`config.mk`:
```
export PLATFORM = sky130hd
export DESIGN_NAME = delayed_request_tracker
export DESIGN_NICKNAME = d
export VERILOG_FILES = /design/src/drt_pkg.sv /design/src/drt_ram.sv /design/src/drt_ctrl.sv /design/src/drt_dp.sv /design/src/delayed_request_tracker.sv
export VERILOG_INCLUDE_DIRS = /design/src /design/src/src
export SDC_FILE = /design/constraint.sdc
export NUM_CORES = 2
export LEC_CHECK = 0
export ABC_AREA = 1
export BUFFER_PORTS_ARGS = -buffer_cell sky130_fd_sc_hd__buf_2
export CORE_ASPECT_RATIO = 0.9
export CORE_MARGIN = 1
export CORE_UTILIZATION = 59
export CTS_CLUSTER_SIZE = 16
export DETAILED_ROUTE_END_ITERATION = 6
export PLACE_DENSITY = 0.76
export REMOVE_ABC_BUFFERS = 1
export SYNTH_ARGS = -nofsm -noshare
export SYNTH_HDL_FRONTEND = slang
export SYNTH_SLANG_ARGS = --single-unit
```
`constraint.sdc`:
```
create_clock -name clk -period 13.3 [get_ports clk]
set_input_delay 0.665 -clock clk [delete_from_list [all_inputs] [get_ports clk]]
set_output_delay 0.665 -clock clk [all_outputs]
set_load 0.01 [all_outputs]
```
`src/delayed_request_tracker_macros.svh`:
```
// ----------------------------------------------------------------------------
// delayed request tracker assertion macros
// shared property shorthands, clocked on clk and held off during reset
// ----------------------------------------------------------------------------
`ifndef DELAYED_REQUEST_TRACKER_MACROS_SVH
`define DELAYED_REQUEST_TRACKER_MACROS_SVH

// same-cycle implication
`define DRT_ASSERT_IMP(label, ante, cons, msg) \
	label: assert property (@(posedge clk) disable iff (!arst_n) (ante) |-> (cons)) \
		else $error(msg);

// next-cycle implication
`define DRT_ASSERT_NXT(label, ante, cons, msg) \
	label: assert property (@(posedge clk) disable iff (!arst_n) (ante) |=> (cons)) \
		else $error(msg);

`endif

```
`src/drt_pkg.sv`:
```
// ----------------------------------------------------------------------------
// drt_pkg
// field widths, codes and controller/datapath interface types
// ----------------------------------------------------------------------------
package drt_pkg;

	localparam int unsigned MAX_RESULTS = 16;

	localparam int unsigned ID_W   = 32;
	localparam int unsigned TIME_W = 48;
	localparam int unsigned LAT_W  = 32;
	localparam int unsigned CAP_W  = 5;
	localparam int unsigned MAXC_W = 5;
	localparam int unsigned CFG_W  = 32;

	localparam logic [TIME_W-1:0] TIME_MAX = '1;

	// request commands
	localparam logic [1:0] OP_SUBMIT = 2'd0;
	localparam logic [1:0] OP_DRAIN  = 2'd1;
	localparam logic [1:0] OP_CANCEL = 2'd2;
	localparam logic [1:0] OP_NONE   = 2'd3;

	// result kinds
	localparam logic [1:0] KIND_SUBMIT = 2'd0;
	localparam logic [1:0] KIND_DONE   = 2'd1;
	localparam logic [1:0] KIND_CANCEL = 2'd2;
	localparam logic [1:0] KIND_EMPTY  = 2'd3;

	// submit status
	localparam logic [1:0] ST_OK   = 2'd0;
	localparam logic [1:0] ST_FULL = 2'd1;
	localparam logic [1:0] ST_STOP = 2'd2;

	// configuration register indexes
	localparam logic [1:0] REG_LATENCY  = 2'd0;
	localparam logic [1:0] REG_CAPACITY = 2'd1;
	localparam logic [1:0] REG_STOPPED  = 2'd2;

	typedef struct packed {
		logic [1:0] op;
		logic       latch;
		logic       scan_start;
		logic       emit_submit;
		logic       emit_cancel;
		logic       drain_take;
		logic       drain_flush;
	} drt_cmd_t;

	typedef struct packed {
		logic scan_done;
		logic more;
	} drt_stat_t;

endpackage

```
`src/drt_ram.sv`:
```
// ----------------------------------------------------------------------------
// drt_ram
// generic single-write, single-read memory with registered read data
// ----------------------------------------------------------------------------
module drt_ram #(
	parameter int WIDTH = 8,
	parameter int DEPTH = 16,
	localparam int AW = (DEPTH > 1) ? $clog2(DEPTH) : 1
) (
	input  logic             clk,
	input  logic             we,
	input  logic [AW-1:0]    waddr,
	input  logic [WIDTH-1:0] wdata,
	input  logic [AW-1:0]    raddr,
	output logic [WIDTH-1:0] rdata
);

	logic [WIDTH-1:0] mem_q [DEPTH];
	logic [WIDTH-1:0] rdata_q;

	always_ff @(posedge clk) begin
		if (we) begin
			mem_q[waddr] <= wdata;
		end
		rdata_q <= mem_q[raddr];
	end

	assign rdata = rdata_q;

endmodule

```
`src/drt_ctrl.sv`:
```
// ----------------------------------------------------------------------------
// drt_ctrl
// request sequencer: accept, table scan, decision, repeat scans for drain
// ----------------------------------------------------------------------------
module drt_ctrl (
	input  logic                clk,
	input  logic                arst_n,
	input  logic                start,
	input  logic [1:0]          op_in,
	input  drt_pkg::drt_stat_t  stat,
	output drt_pkg::drt_cmd_t   ctl,
	output logic                busy
);

	import drt_pkg::*;

	typedef enum logic [1:0] {
		S_IDLE,
		S_SCAN,
		S_DECIDE
	} state_t;

	state_t     state_q;
	logic [1:0] op_q;
	logic       busy_q;
	logic       accept;
	logic       decide;

	// command 3 is not taken and does nothing
	assign accept = (state_q == S_IDLE) && start && (op_in != OP_NONE);
	assign decide = (state_q == S_DECIDE);

	always_ff @(posedge clk or negedge arst_n) begin
		if (!arst_n) begin
			state_q <= S_IDLE;
			op_q    <= OP_SUBMIT;
			busy_q  <= 1'b0;
		end else begin
			unique case (state_q)
				S_IDLE: begin
					if (accept) begin
						op_q    <= op_in;
						state_q <= S_SCAN;
						busy_q  <= 1'b1;
					end
				end
				S_SCAN: begin
					if (stat.scan_done) begin
						state_q <= S_DECIDE;
					end
				end
				S_DECIDE: begin
					if ((op_q == OP_DRAIN) && stat.more) begin
						state_q <= S_SCAN;
					end else begin
						state_q <= S_IDLE;
						busy_q  <= 1'b0;
					end
				end
				default: begin
					state_q <= S_IDLE;
					busy_q  <= 1'b0;
				end
			endcase
		end
	end

	always_comb begin
		ctl             = '0;
		ctl.op          = op_q;
		ctl.latch       = accept;
		ctl.emit_submit = decide && (op_q == OP_SUBMIT);
		ctl.emit_cancel = decide && (op_q == OP_CANCEL);
		ctl.drain_take  = decide && (op_q == OP_DRAIN) && stat.more;
		ctl.drain_flush = decide && (op_q == OP_DRAIN) && !stat.more;
		ctl.scan_start  = accept || ctl.drain_take;
	end

	assign busy = busy_q;

endmodule

```
`src/drt_dp.sv`:
```
// ----------------------------------------------------------------------------
// drt_dp
// slot table, scan pipeline, search registers and result register
// ----------------------------------------------------------------------------
module drt_dp #(
	parameter int DEPTH = 16
) (
	input  logic                          clk,
	input  logic                          arst_n,
	input  drt_pkg::drt_cmd_t             ctl,
	output drt_pkg::drt_stat_t            stat,
	input  logic [drt_pkg::ID_W-1:0]      req_id,
	input  logic [drt_pkg::TIME_W-1:0]    now,
	input  logic [drt_pkg::MAXC_W-1:0]    done_limit,
	input  logic [drt_pkg::LAT_W-1:0]     latency,
	input  logic [drt_pkg::CAP_W-1:0]     capacity,
	input  logic                          stopped,
	output logic                          strobe,
	output logic [1:0]                    kind,
	output logic [1:0]                    status,
	output logic [drt_pkg::ID_W-1:0]      done_id,
	output logic [drt_pkg::LAT_W-1:0]     reported_latency,
	output logic                          last
);

	import drt_pkg::*;

	localparam int IDX_W = (DEPTH > 1) ? $clog2(DEPTH) : 1;
	localparam int CNT_W = $clog2(DEPTH + 1);
	localparam int CMP_W = (CNT_W > int'(CAP_W)) ? CNT_W : int'(CAP_W);
	localparam int ENT_W = ID_W + TIME_W;

	// latched request
	logic [ID_W-1:0]   id_q;
	logic [TIME_W-1:0] now_q;
	logic [MAXC_W-1:0] lim_q;
	logic [MAXC_W-1:0] lim_d;

	// scan pipeline
	logic             issue_q;
	logic [IDX_W-1:0] idx_q;
	logic             vld_s1;
	logic [IDX_W-1:0] idx_s1;

	// occupancy
	logic [DEPTH-1:0] valid_q;
	logic [CNT_W-1:0] cnt_q;

	// search results
	logic             dup_q;
	logic             free_found_q;
	logic [IDX_W-1:0] free_idx_q;
	logic             best_found_q;
	logic [ID_W-1:0]  best_id_q;
	logic [IDX_W-1:0] best_idx_q;
	logic [MAXC_W-1:0] n_q;
	logic             pend_vld_q;
	logic [ID_W-1:0]  pend_id_q;

	// result register
	logic             strobe_q;
	logic [1:0]       kind_q;
	logic [1:0]       status_q;
	logic [ID_W-1:0]  done_id_q;
	logic [LAT_W-1:0] lat_q;
	logic             last_q;

	logic [ENT_W-1:0]  rdata;
	logic [ID_W-1:0]   rd_id;
	logic [TIME_W-1:0] rd_due;
	logic [TIME_W:0]   due_sum;
	logic [TIME_W-1:0] due;
	logic              slot_live;
	logic              hit;
	logic              cand;
	logic              full;
	logic              refuse;
	logic              submit_ok;

	drt_ram #(
		.WIDTH (ENT_W),
		.DEPTH (DEPTH)
	) u_slots (
		.clk   (clk),
		.we    (submit_ok),
		.waddr (free_idx_q),
		.wdata ({id_q, due}),
		.raddr (idx_q),
		.rdata (rdata)
	);

	assign rd_id  = rdata[ENT_W-1 -: ID_W];
	assign rd_due = rdata[TIME_W-1:0];

	assign lim_d = (done_limit > MAXC_W'(MAX_RESULTS)) ?
		MAXC_W'(MAX_RESULTS) : done_limit;

	// due time saturates at the top of the time range
	assign due_sum = {1'b0, now_q} + (TIME_W + 1)'(latency);
	assign due     = due_sum[TIME_W] ? TIME_MAX : due_sum[TIME_W-1:0];

	assign slot_live = vld_s1 && valid_q[idx_s1];
	assign hit       = slot_live && (rd_id == id_q);
	assign cand      = slot_live && (ctl.op == OP_DRAIN) && (rd_due <= now_q) &&
		(!best_found_q || (rd_id < best_id_q));

	assign full = (CMP_W'(cnt_q) >= CMP_W'(capacity)) || (cnt_q == CNT_W'(DEPTH));
	assign refuse    = full || (id_q == '0) || dup_q;
	assign submit_ok = ctl.emit_submit && !stopped && !refuse;

	assign stat.scan_done = vld_s1 && (idx_s1 == IDX_W'(DEPTH - 1));
	assign stat.more      = best_found_q && (n_q < lim_q);

	always_ff @(posedge clk) begin
		if (ctl.latch) begin
			id_q  <= req_id;
			now_q <= now;
			lim_q <= lim_d;
		end
	end

	// read issue, one slot per cycle
	always_ff @(posedge clk or negedge arst_n) begin
		if (!arst_n) begin
			issue_q <= 1'b0;
			idx_q   <= '0;
			vld_s1  <= 1'b0;
		end else if (ctl.scan_start) begin
			issue_q <= 1'b1;
			idx_q   <= '0;
			vld_s1  <= 1'b0;
		end else begin
			vld_s1 <= issue_q;
			if (issue_q) begin
				if (idx_q == IDX_W'(DEPTH - 1)) begin
					issue_q <= 1'b0;
				end else begin
					idx_q <= idx_q + 1'b1;
				end
			end
		end
	end

	always_ff @(posedge clk) begin
		idx_s1 <= idx_q;
	end

	always_ff @(posedge clk or negedge arst_n) begin
		if (!arst_n) begin
			valid_q <= '0;
			cnt_q   <= '0;
		end else if (submit_ok) begin
			valid_q[free_idx_q] <= 1'b1;
			cnt_q               <= cnt_q + 1'b1;
		end else if (ctl.drain_take) begin
			valid_q[best_idx_q] <= 1'b0;
			cnt_q               <= cnt_q - 1'b1;
		end else if ((ctl.op == OP_CANCEL) && hit) begin
			valid_q[idx_s1] <= 1'b0;
			cnt_q           <= cnt_q - 1'b1;
		end
	end

	always_ff @(posedge clk or negedge arst_n) begin
		if (!arst_n) begin
			dup_q        <= 1'b0;
			free_found_q <= 1'b0;
			best_found_q <= 1'b0;
			n_q          <= '0;
			pend_vld_q   <= 1'b0;
		end else begin
			if (ctl.latch) begin
				n_q        <= '0;
				pend_vld_q <= 1'b0;
			end
			if (ctl.scan_start) begin
				dup_q        <= 1'b0;
				free_found_q <= 1'b0;
				best_found_q <= 1'b0;
			end else begin
				if (hit) begin
					dup_q <= 1'b1;
				end
				if (vld_s1 && !valid_q[idx_s1]) begin
					free_found_q <= 1'b1;
				end
				if (cand) begin
					best_found_q <= 1'b1;
				end
			end
			if (ctl.drain_take) begin
				n_q        <= n_q + 1'b1;
				pend_vld_q <= 1'b1;
			end
		end
	end

	always_ff @(posedge clk) begin
		if (vld_s1 && !valid_q[idx_s1] && !free_found_q) begin
			free_idx_q <= idx_s1;
		end
		if (cand) begin
			best_id_q  <= rd_id;
			best_idx_q <= idx_s1;
		end
		if (ctl.drain_take) begin
			pend_id_q <= best_id_q;
		end
	end

	always_ff @(posedge clk or negedge arst_n) begin
		if (!arst_n) begin
			strobe_q <= 1'b0;
		end else begin
			strobe_q <= ctl.emit_submit || ctl.emit_cancel || ctl.drain_flush ||
				(ctl.drain_take && pend_vld_q);
		end
	end

	always_ff @(posedge clk) begin
		if (ctl.emit_submit) begin
			kind_q    <= KIND_SUBMIT;
			status_q  <= stopped ? ST_STOP : (refuse ? ST_FULL : ST_OK);
			done_id_q <= '0;
			lat_q     <= '0;
			last_q    <= 1'b1;
		end else if (ctl.emit_cancel) begin
			kind_q    <= KIND_CANCEL;
			status_q  <= ST_OK;
			done_id_q <= '0;
			lat_q     <= '0;
			last_q    <= 1'b1;
		end else if (ctl.drain_take || (ctl.drain_flush && pend_vld_q)) begin
			// held completion goes out once it is known whether more follow
			kind_q    <= KIND_DONE;
			status_q  <= ST_OK;
			done_id_q <= pend_id_q;
			lat_q     <= latency;
			last_q    <= ctl.drain_flush;
		end else if (ctl.drain_flush) begin
			kind_q    <= KIND_EMPTY;
			status_q  <= ST_OK;
			done_id_q <= '0;
			lat_q     <= '0;
			last_q    <= 1'b1;
		end
	end

	assign strobe           = strobe_q;
	assign kind             = kind_q;
	assign status           = status_q;
	assign done_id          = done_id_q;
	assign reported_latency = lat_q;
	assign last             = last_q;

endmodule

```
`src/delayed_request_tracker.sv`:
```
// ----------------------------------------------------------------------------
// delayed_request_tracker
// table of outstanding requests that come due a fixed latency after submit
// ----------------------------------------------------------------------------
// A request is taken when start is high and busy is low. Every submit and
// cancel walks the whole slot table once, one slot per cycle through the
// slot memory's single read port, and the next request can be taken as
// soon as busy is low again. A drain walks the table once per completion
// plus one final walk. Results come out of a register, one per strobe
// cycle, and the receiver cannot hold them off: each result is valid for
// exactly one cycle. The last result of a request shows in the first cycle
// that busy is low again. Command 3 is not taken and gives no result.
// Configuration is to be written only while the block is idle; the user
// must keep to this, as the block itself does not enforce it.
// ----------------------------------------------------------------------------
module delayed_request_tracker #(
	parameter int DEPTH = 16
) (
	input  logic                          clk,
	input  logic                          arst_n,
	// request side
	input  logic                          start,
	output logic                          busy,
	input  logic [1:0]                    cmd,
	input  logic [drt_pkg::ID_W-1:0]      req_id,
	input  logic [drt_pkg::TIME_W-1:0]    now,
	input  logic [drt_pkg::MAXC_W-1:0]    done_limit,
	// configuration
	input  logic                          cfg_wen,
	input  logic [1:0]                    cfg_index,
	input  logic [drt_pkg::CFG_W-1:0]     cfg_data,
	// results
	output logic                          strobe,
	output logic [1:0]                    kind,
	output logic [1:0]                    status,
	output logic [drt_pkg::ID_W-1:0]      done_id,
	output logic [drt_pkg::LAT_W-1:0]     reported_latency,
	output logic                          last
);

	import drt_pkg::*;

	// configuration registers
	logic [LAT_W-1:0] latency_q;
	logic [CAP_W-1:0] capacity_q;
	logic             stopped_q;

	// controller to datapath
	drt_cmd_t  ctl;
	drt_stat_t stat;

	// plain write port, unknown indexes are dropped
	always_ff @(posedge clk or negedge arst_n) begin
		if (!arst_n) begin
			latency_q  <= '0;
			capacity_q <= CAP_W'(16);
			stopped_q  <= 1'b0;
		end else if (cfg_wen) begin
			unique case (cfg_index)
				REG_LATENCY:  latency_q  <= cfg_data[LAT_W-1:0];
				REG_CAPACITY: capacity_q <= cfg_data[CAP_W-1:0];
				REG_STOPPED:  stopped_q  <= cfg_data[0];
				default: ;
			endcase
		end
	end

	// sequencer: idle, scan, decide
	drt_ctrl u_ctrl (
		.clk    (clk),
		.arst_n (arst_n),
		.start  (start),
		.op_in  (cmd),
		.stat   (stat),
		.ctl    (ctl),
		.busy   (busy)
	);

	// slot table, search and result register
	drt_dp #(
		.DEPTH (DEPTH)
	) u_dp (
		.clk              (clk),
		.arst_n           (arst_n),
		.ctl              (ctl),
		.stat             (stat),
		.req_id           (req_id),
		.now              (now),
		.done_limit       (done_limit),
		.latency          (latency_q),
		.capacity         (capacity_q),
		.stopped          (stopped_q),
		.strobe           (strobe),
		.kind             (kind),
		.status           (status),
		.done_id          (done_id),
		.reported_latency (reported_latency),
		.last             (last)
	);

	`include "delayed_request_tracker_macros.svh"

	// final result of a request only shows once the request is finished
	`DRT_ASSERT_IMP(a_last_idle, strobe && last, !busy, "final result while busy")
	// a drain result that is not the last keeps the block busy
	`DRT_ASSERT_IMP(a_more_busy, strobe && !last, busy, "non-final result while idle")
	// a real command keeps the block busy until its results are out
	`DRT_ASSERT_NXT(a_accept_busy, start && !busy && (cmd != OP_NONE), busy, "no busy on take")
	// stored ids are never zero
	`DRT_ASSERT_IMP(a_done_id, strobe && (kind == KIND_DONE), done_id != '0, "zero done id")

endmodule
```
==> results.txt <==
* Count of input and output buffers: roughly 200
- Maximum buffer depth of the clock tree: 3
- Final count of negative-setup-slack endpoints: 0
* Power per cell area: about 200 nW/µm²
- Relative to the synthesized area, the layout overhead comes to 11.24%.
- Final weighted congestion in routability-driven placement: 0.9919
- The tree is rooted in a sky130_fd_sc_hd__clkbuf_16.
* Count of cell types in the netlist: 55
- Pin count of the biggest net entering global routing: approximately 200
- Drt total wl: ~180000 µm
* Run status: finished, final reports clean
- On the worst path, the slowest cell contributes a delay of between 0.8 and 0.9 ns.
- Internal reg-to-reg setup slack: between 8 and 9 ns
* Die width: around 360 µm
- First-pass GRT wire length: approximately 260000 µm
* TritonCTS Buffers: 162
* Number of nets in the layout: between 5000 and 6000
- Fraction of registers with async set/reset: 0.04790
- By count the netlist is led by 1439 x sky130_fd_sc_hd__edfxtp_1, 589 x sky130_fd_sc_hd__inv_1, 550 x sky130_fd_sc_hd__nand2_1, 499 x sky130_fd_sc_hd__o21ai_0, 438 x sky130_fd_sc_hd__a21oi_1.
- The routed layout has about 44000 vias.
- Clock tree synthesis found a total of 1670 sinks.
- Clock period minus worst slack: 4.775 ns
- The total overflow left after global routing is 0.
* Site row count: around 120
- In this run the vertical extent of the chip is 327.5 µm.
- STA classifies the critical path startpoint as a flop.
* Clock tree from TritonCTS: yes
* Share of final-layout standard cells stronger than drive strength 1: 0.09914
- Synthesized instance count: between 5000 and 6000
- Number of nets with antenna violations after detailed routing: 0
- Number of fill cells: just over 8000
- The die covers 119100 µm².
- Via count of the first global-routing pass: roughly 42000
* Skew-Pair Late Insertion Delay: ~0.81 ns
- After clock tree synthesis, the clock-pin slew on the worst setup and hold paths is approximately 0.060 ns.
- The final hold violation count is 0.
- Counting both buffers and inverters, the worst setup path holds a total of 3.
- Path type of the worst setup path: flop to flop
* Worst-path cell with the longest stage delay: sky130_fd_sc_hd__nor2_4
* Number of detailed-route iterations in the first pass: 6
* Top area cells in the synthesized netlist: sky130_fd_sc_hd__edfxtp_1 62%, sky130_fd_sc_hd__mux2i_1 4.6%, sky130_fd_sc_hd__dfxtp_1 4.4%
- Hold is met by 0.03738 ns.
- In the global route stage, overall resource usage came out at 0.2936.
- Share of the synthesized area in the top cell type: 0.6223
- The worst pin sits at a relative slew slack of 0.1877.
- Unrepaired setup endpoints after global routing: false
* Critical-path cell list: nor2_1 > nand2_1 > nor2_1 > nand2_1 > nor2_1 > nor2_2 > nand3_4 > clkinv_2 > nand2_1 > nor2_4 > buf_4 > buf_4
- Number of enable-type register cells in the synthesized netlist: 1439
- Maximum frequency from static timing analysis: around 210 MHz
- DRC: 0
* Max Clock Skew: between 0.07 and 0.08 ns
* Leakage: approximately 29 nW
- HP Class: input port to flop
- Of the synthesized area, sequential elements account for 0.6947.
- sky130_fd_sc_hd__edfxtp_1 takes more of the synthesized area than any other cell.
- HPWL Detailed: 102200 µm
* Most repeated cell in the gate-level netlist after synthesis: sky130_fd_sc_hd__edfxtp_1
- Average footprint of a synthesized cell: 12.65 µm²
* Post-layout instance count excluding filler cells: approximately 7400
- Worst Setup End Kind: flop
- The total area inside the core boundary comes to 116900 µm².
- The number of placed instances, taps included, is a little over 7000.
- During I/O placement, the number of pins put on the boundary was 196.
- Data on the critical path is required at its endpoint by 13.72 ns.
* Max-slew violation count: 0
- Htree depth: 4
* DRC violation total after the first TritonRoute iteration: roughly 5300
- For this run, the leading register cell type out of synthesis is sky130_fd_sc_hd__edfxtp_1.
* Antenna violations before repair: 3
* Final period util: 0.3590
* Number of vias per cell after detailed routing: ~6.0
- The Yosys step of the flow raised 0 warnings.
- In this run the worst path has a maximum fanout of 33.
* Data arrival, critical path: 5.20 ns
- The synthesized netlist occupies a cell area of 69440 µm².
- Peak ir drop on the vdd network: 184.8 µV
- After synthesis the netlist holds a flip-flop and latch count of between 1500 and 2000.
- Gates resized during post-CTS repair numbered 0.
* Max-capacitance violation count: 0
* Initial core utilization: 0.5941
- Least-Margin Pin Slew: 1.219 ns
- Routed WL per cell: 23.87 µm
* Top delay family on crit path: simple AND/OR/NAND/NOR gates
==> through the flow <==
step	power (mW)	utilization	setup WS, ns	instance area (µm²)	TNS, ns
floorplan	10.02	-	-7.476	68230	-587.56
global placement	10.55	0.6148	8.724	71860	0
detailed placement	10.65	0.6148	8.622	71860	0
CTS	15.17	0.6608	8.570	77230	0
global route	15.80	0.6608	8.372	77230	0
finish	15.17	0.6608	8.525	77240	0
==> cell usage in the layout, fill, tap and decap left out, types with 23 or more instances in the layout <==
master	instances
sky130_fd_sc_hd__nand4_1	32
sky130_fd_sc_hd__nor2_4	23
sky130_fd_sc_hd__dfrtp_1	75
sky130_fd_sc_hd__mux2i_1	320
sky130_fd_sc_hd__buf_4	56
sky130_fd_sc_hd__clkbuf_16	166
sky130_fd_sc_hd__xor2_1	39
sky130_fd_sc_hd__edfxtp_1	1439
sky130_fd_sc_hd__inv_1	589
sky130_fd_sc_hd__nor2_1	266
sky130_fd_sc_hd__nand3_1	189
sky130_fd_sc_hd__ha_1	125
sky130_fd_sc_hd__o211ai_1	321
sky130_fd_sc_hd__a21oi_1	436
sky130_fd_sc_hd__clkinv_2	33
sky130_fd_sc_hd__buf_2	194
sky130_fd_sc_hd__nand2_1	550
sky130_fd_sc_hd__a22o_1	38
sky130_fd_sc_hd__clkbuf_1	44
sky130_fd_sc_hd__o21ai_0	499
sky130_fd_sc_hd__dfxtp_1	151
==> power breakdown <==
group | internal, mW | leakage [nW] | total [mW] | switching [mW]
combinational | 1.29 | 11.4 | 4.04 | 2.75
sequential | 6.24 | 15.2 | 6.60 | 0.365
clock | 2.57 | 2.61 | 4.53 | 1.96
total | 10.1 | 29.2 | 15.2 | 5.07
==> sequential cells by signal (all words and copies together) (netlist names), 16 cells and up <==
register / count
u_dp.u_slots.mem_q: 1280
u_dp.u_slots.rdata: 80
u_dp.now_q: 48
latency_q: 32
u_dp.best_id_q: 32
u_dp.done_id: 32
u_dp.id_q: 32
u_dp.pend_id_q: 32
u_dp.reported_latency: 32
u_dp.valid_q: 16
==> kinds of logic after synthesis <==
| family | Yosys count | share of synthesized area |
|---|---|---|
| DFF | 1670 | 0.6947 |
| AOI/OAI and AO/OA | 1342 | 0.1116 |
| and+or+nand+nor | 1123 | 0.06912 |
| buffers and inverters | 862 | 0.04966 |
| muxes | 320 | 0.04613 |
| adders and majority gates | 127 | 0.02310 |
| xor gates and xnor gates | 45 | 0.005676 |
==> final timing paths <==
check | startpoint | endpoint | cells after the start
worst max register to register | u_dp.id_q[15]$_DFFE_PP_ | u_dp.u_slots.mem_q[9][62]$_DFFE_PP_ | 12
max in group asynchronous | arst_n | u_dp.idx_q[0]$_DFFE_PN0P_ | 3
worst min register to register | u_dp.best_id_q[23]$_DFFE_PP_ | u_dp.pend_id_q[23]$_DFFE_PP_ | 0
worst max-delay path | u_dp.id_q[15]$_DFFE_PP_ | u_dp.u_slots.mem_q[9][62]$_DFFE_PP_ | 12
worst min-delay path | req_id[21] | u_dp.id_q[21]$_DFFE_PP_ | 1
min in group asynchronous | arst_n | latency_q[14]$_DFFE_PN0P_ | 2
==> metal layers <==
| metal | GRT usage | vias up | routed length (µm) |
|---|---|---|---|
| met2 | 0.4714 | 2088 | 84030 |
| li1 | - | 20080 | - |
| met1 | 0.4050 | 21640 | 71010 |
| met4 | 0.1080 | 0 | 5685 |
| met3 | 0.05118 | 314 | 15080 |
| met5 | 0 | - | 0 |
==> area by class of cell <==
class / instances / area, µm² / share of cell area
antenna: 2 / 5.005 / 0.00006480
clock buffer: 232 / 4616 / 0.05976
clock inverter: 73 / 695.7 / 0.009007
inverter: 598 / 2258 / 0.02924
multi-input combinational: 2957 / 17910 / 0.2319
sequential: 1670 / 48250 / 0.6247
tap: 1573 / 1968 / 0.02548
timing repair buffer: 260 / 1531 / 0.01983
==> repair_timing <==
| action | 4_1_cts | 5_1_grt |
|---|---|---|
| hold buffers | 6 | 0 |
| hold endpoints to repair | 28 | 0 |
| buffers inserted | 0 | 0 |
(Power assumes the default switching activity.)
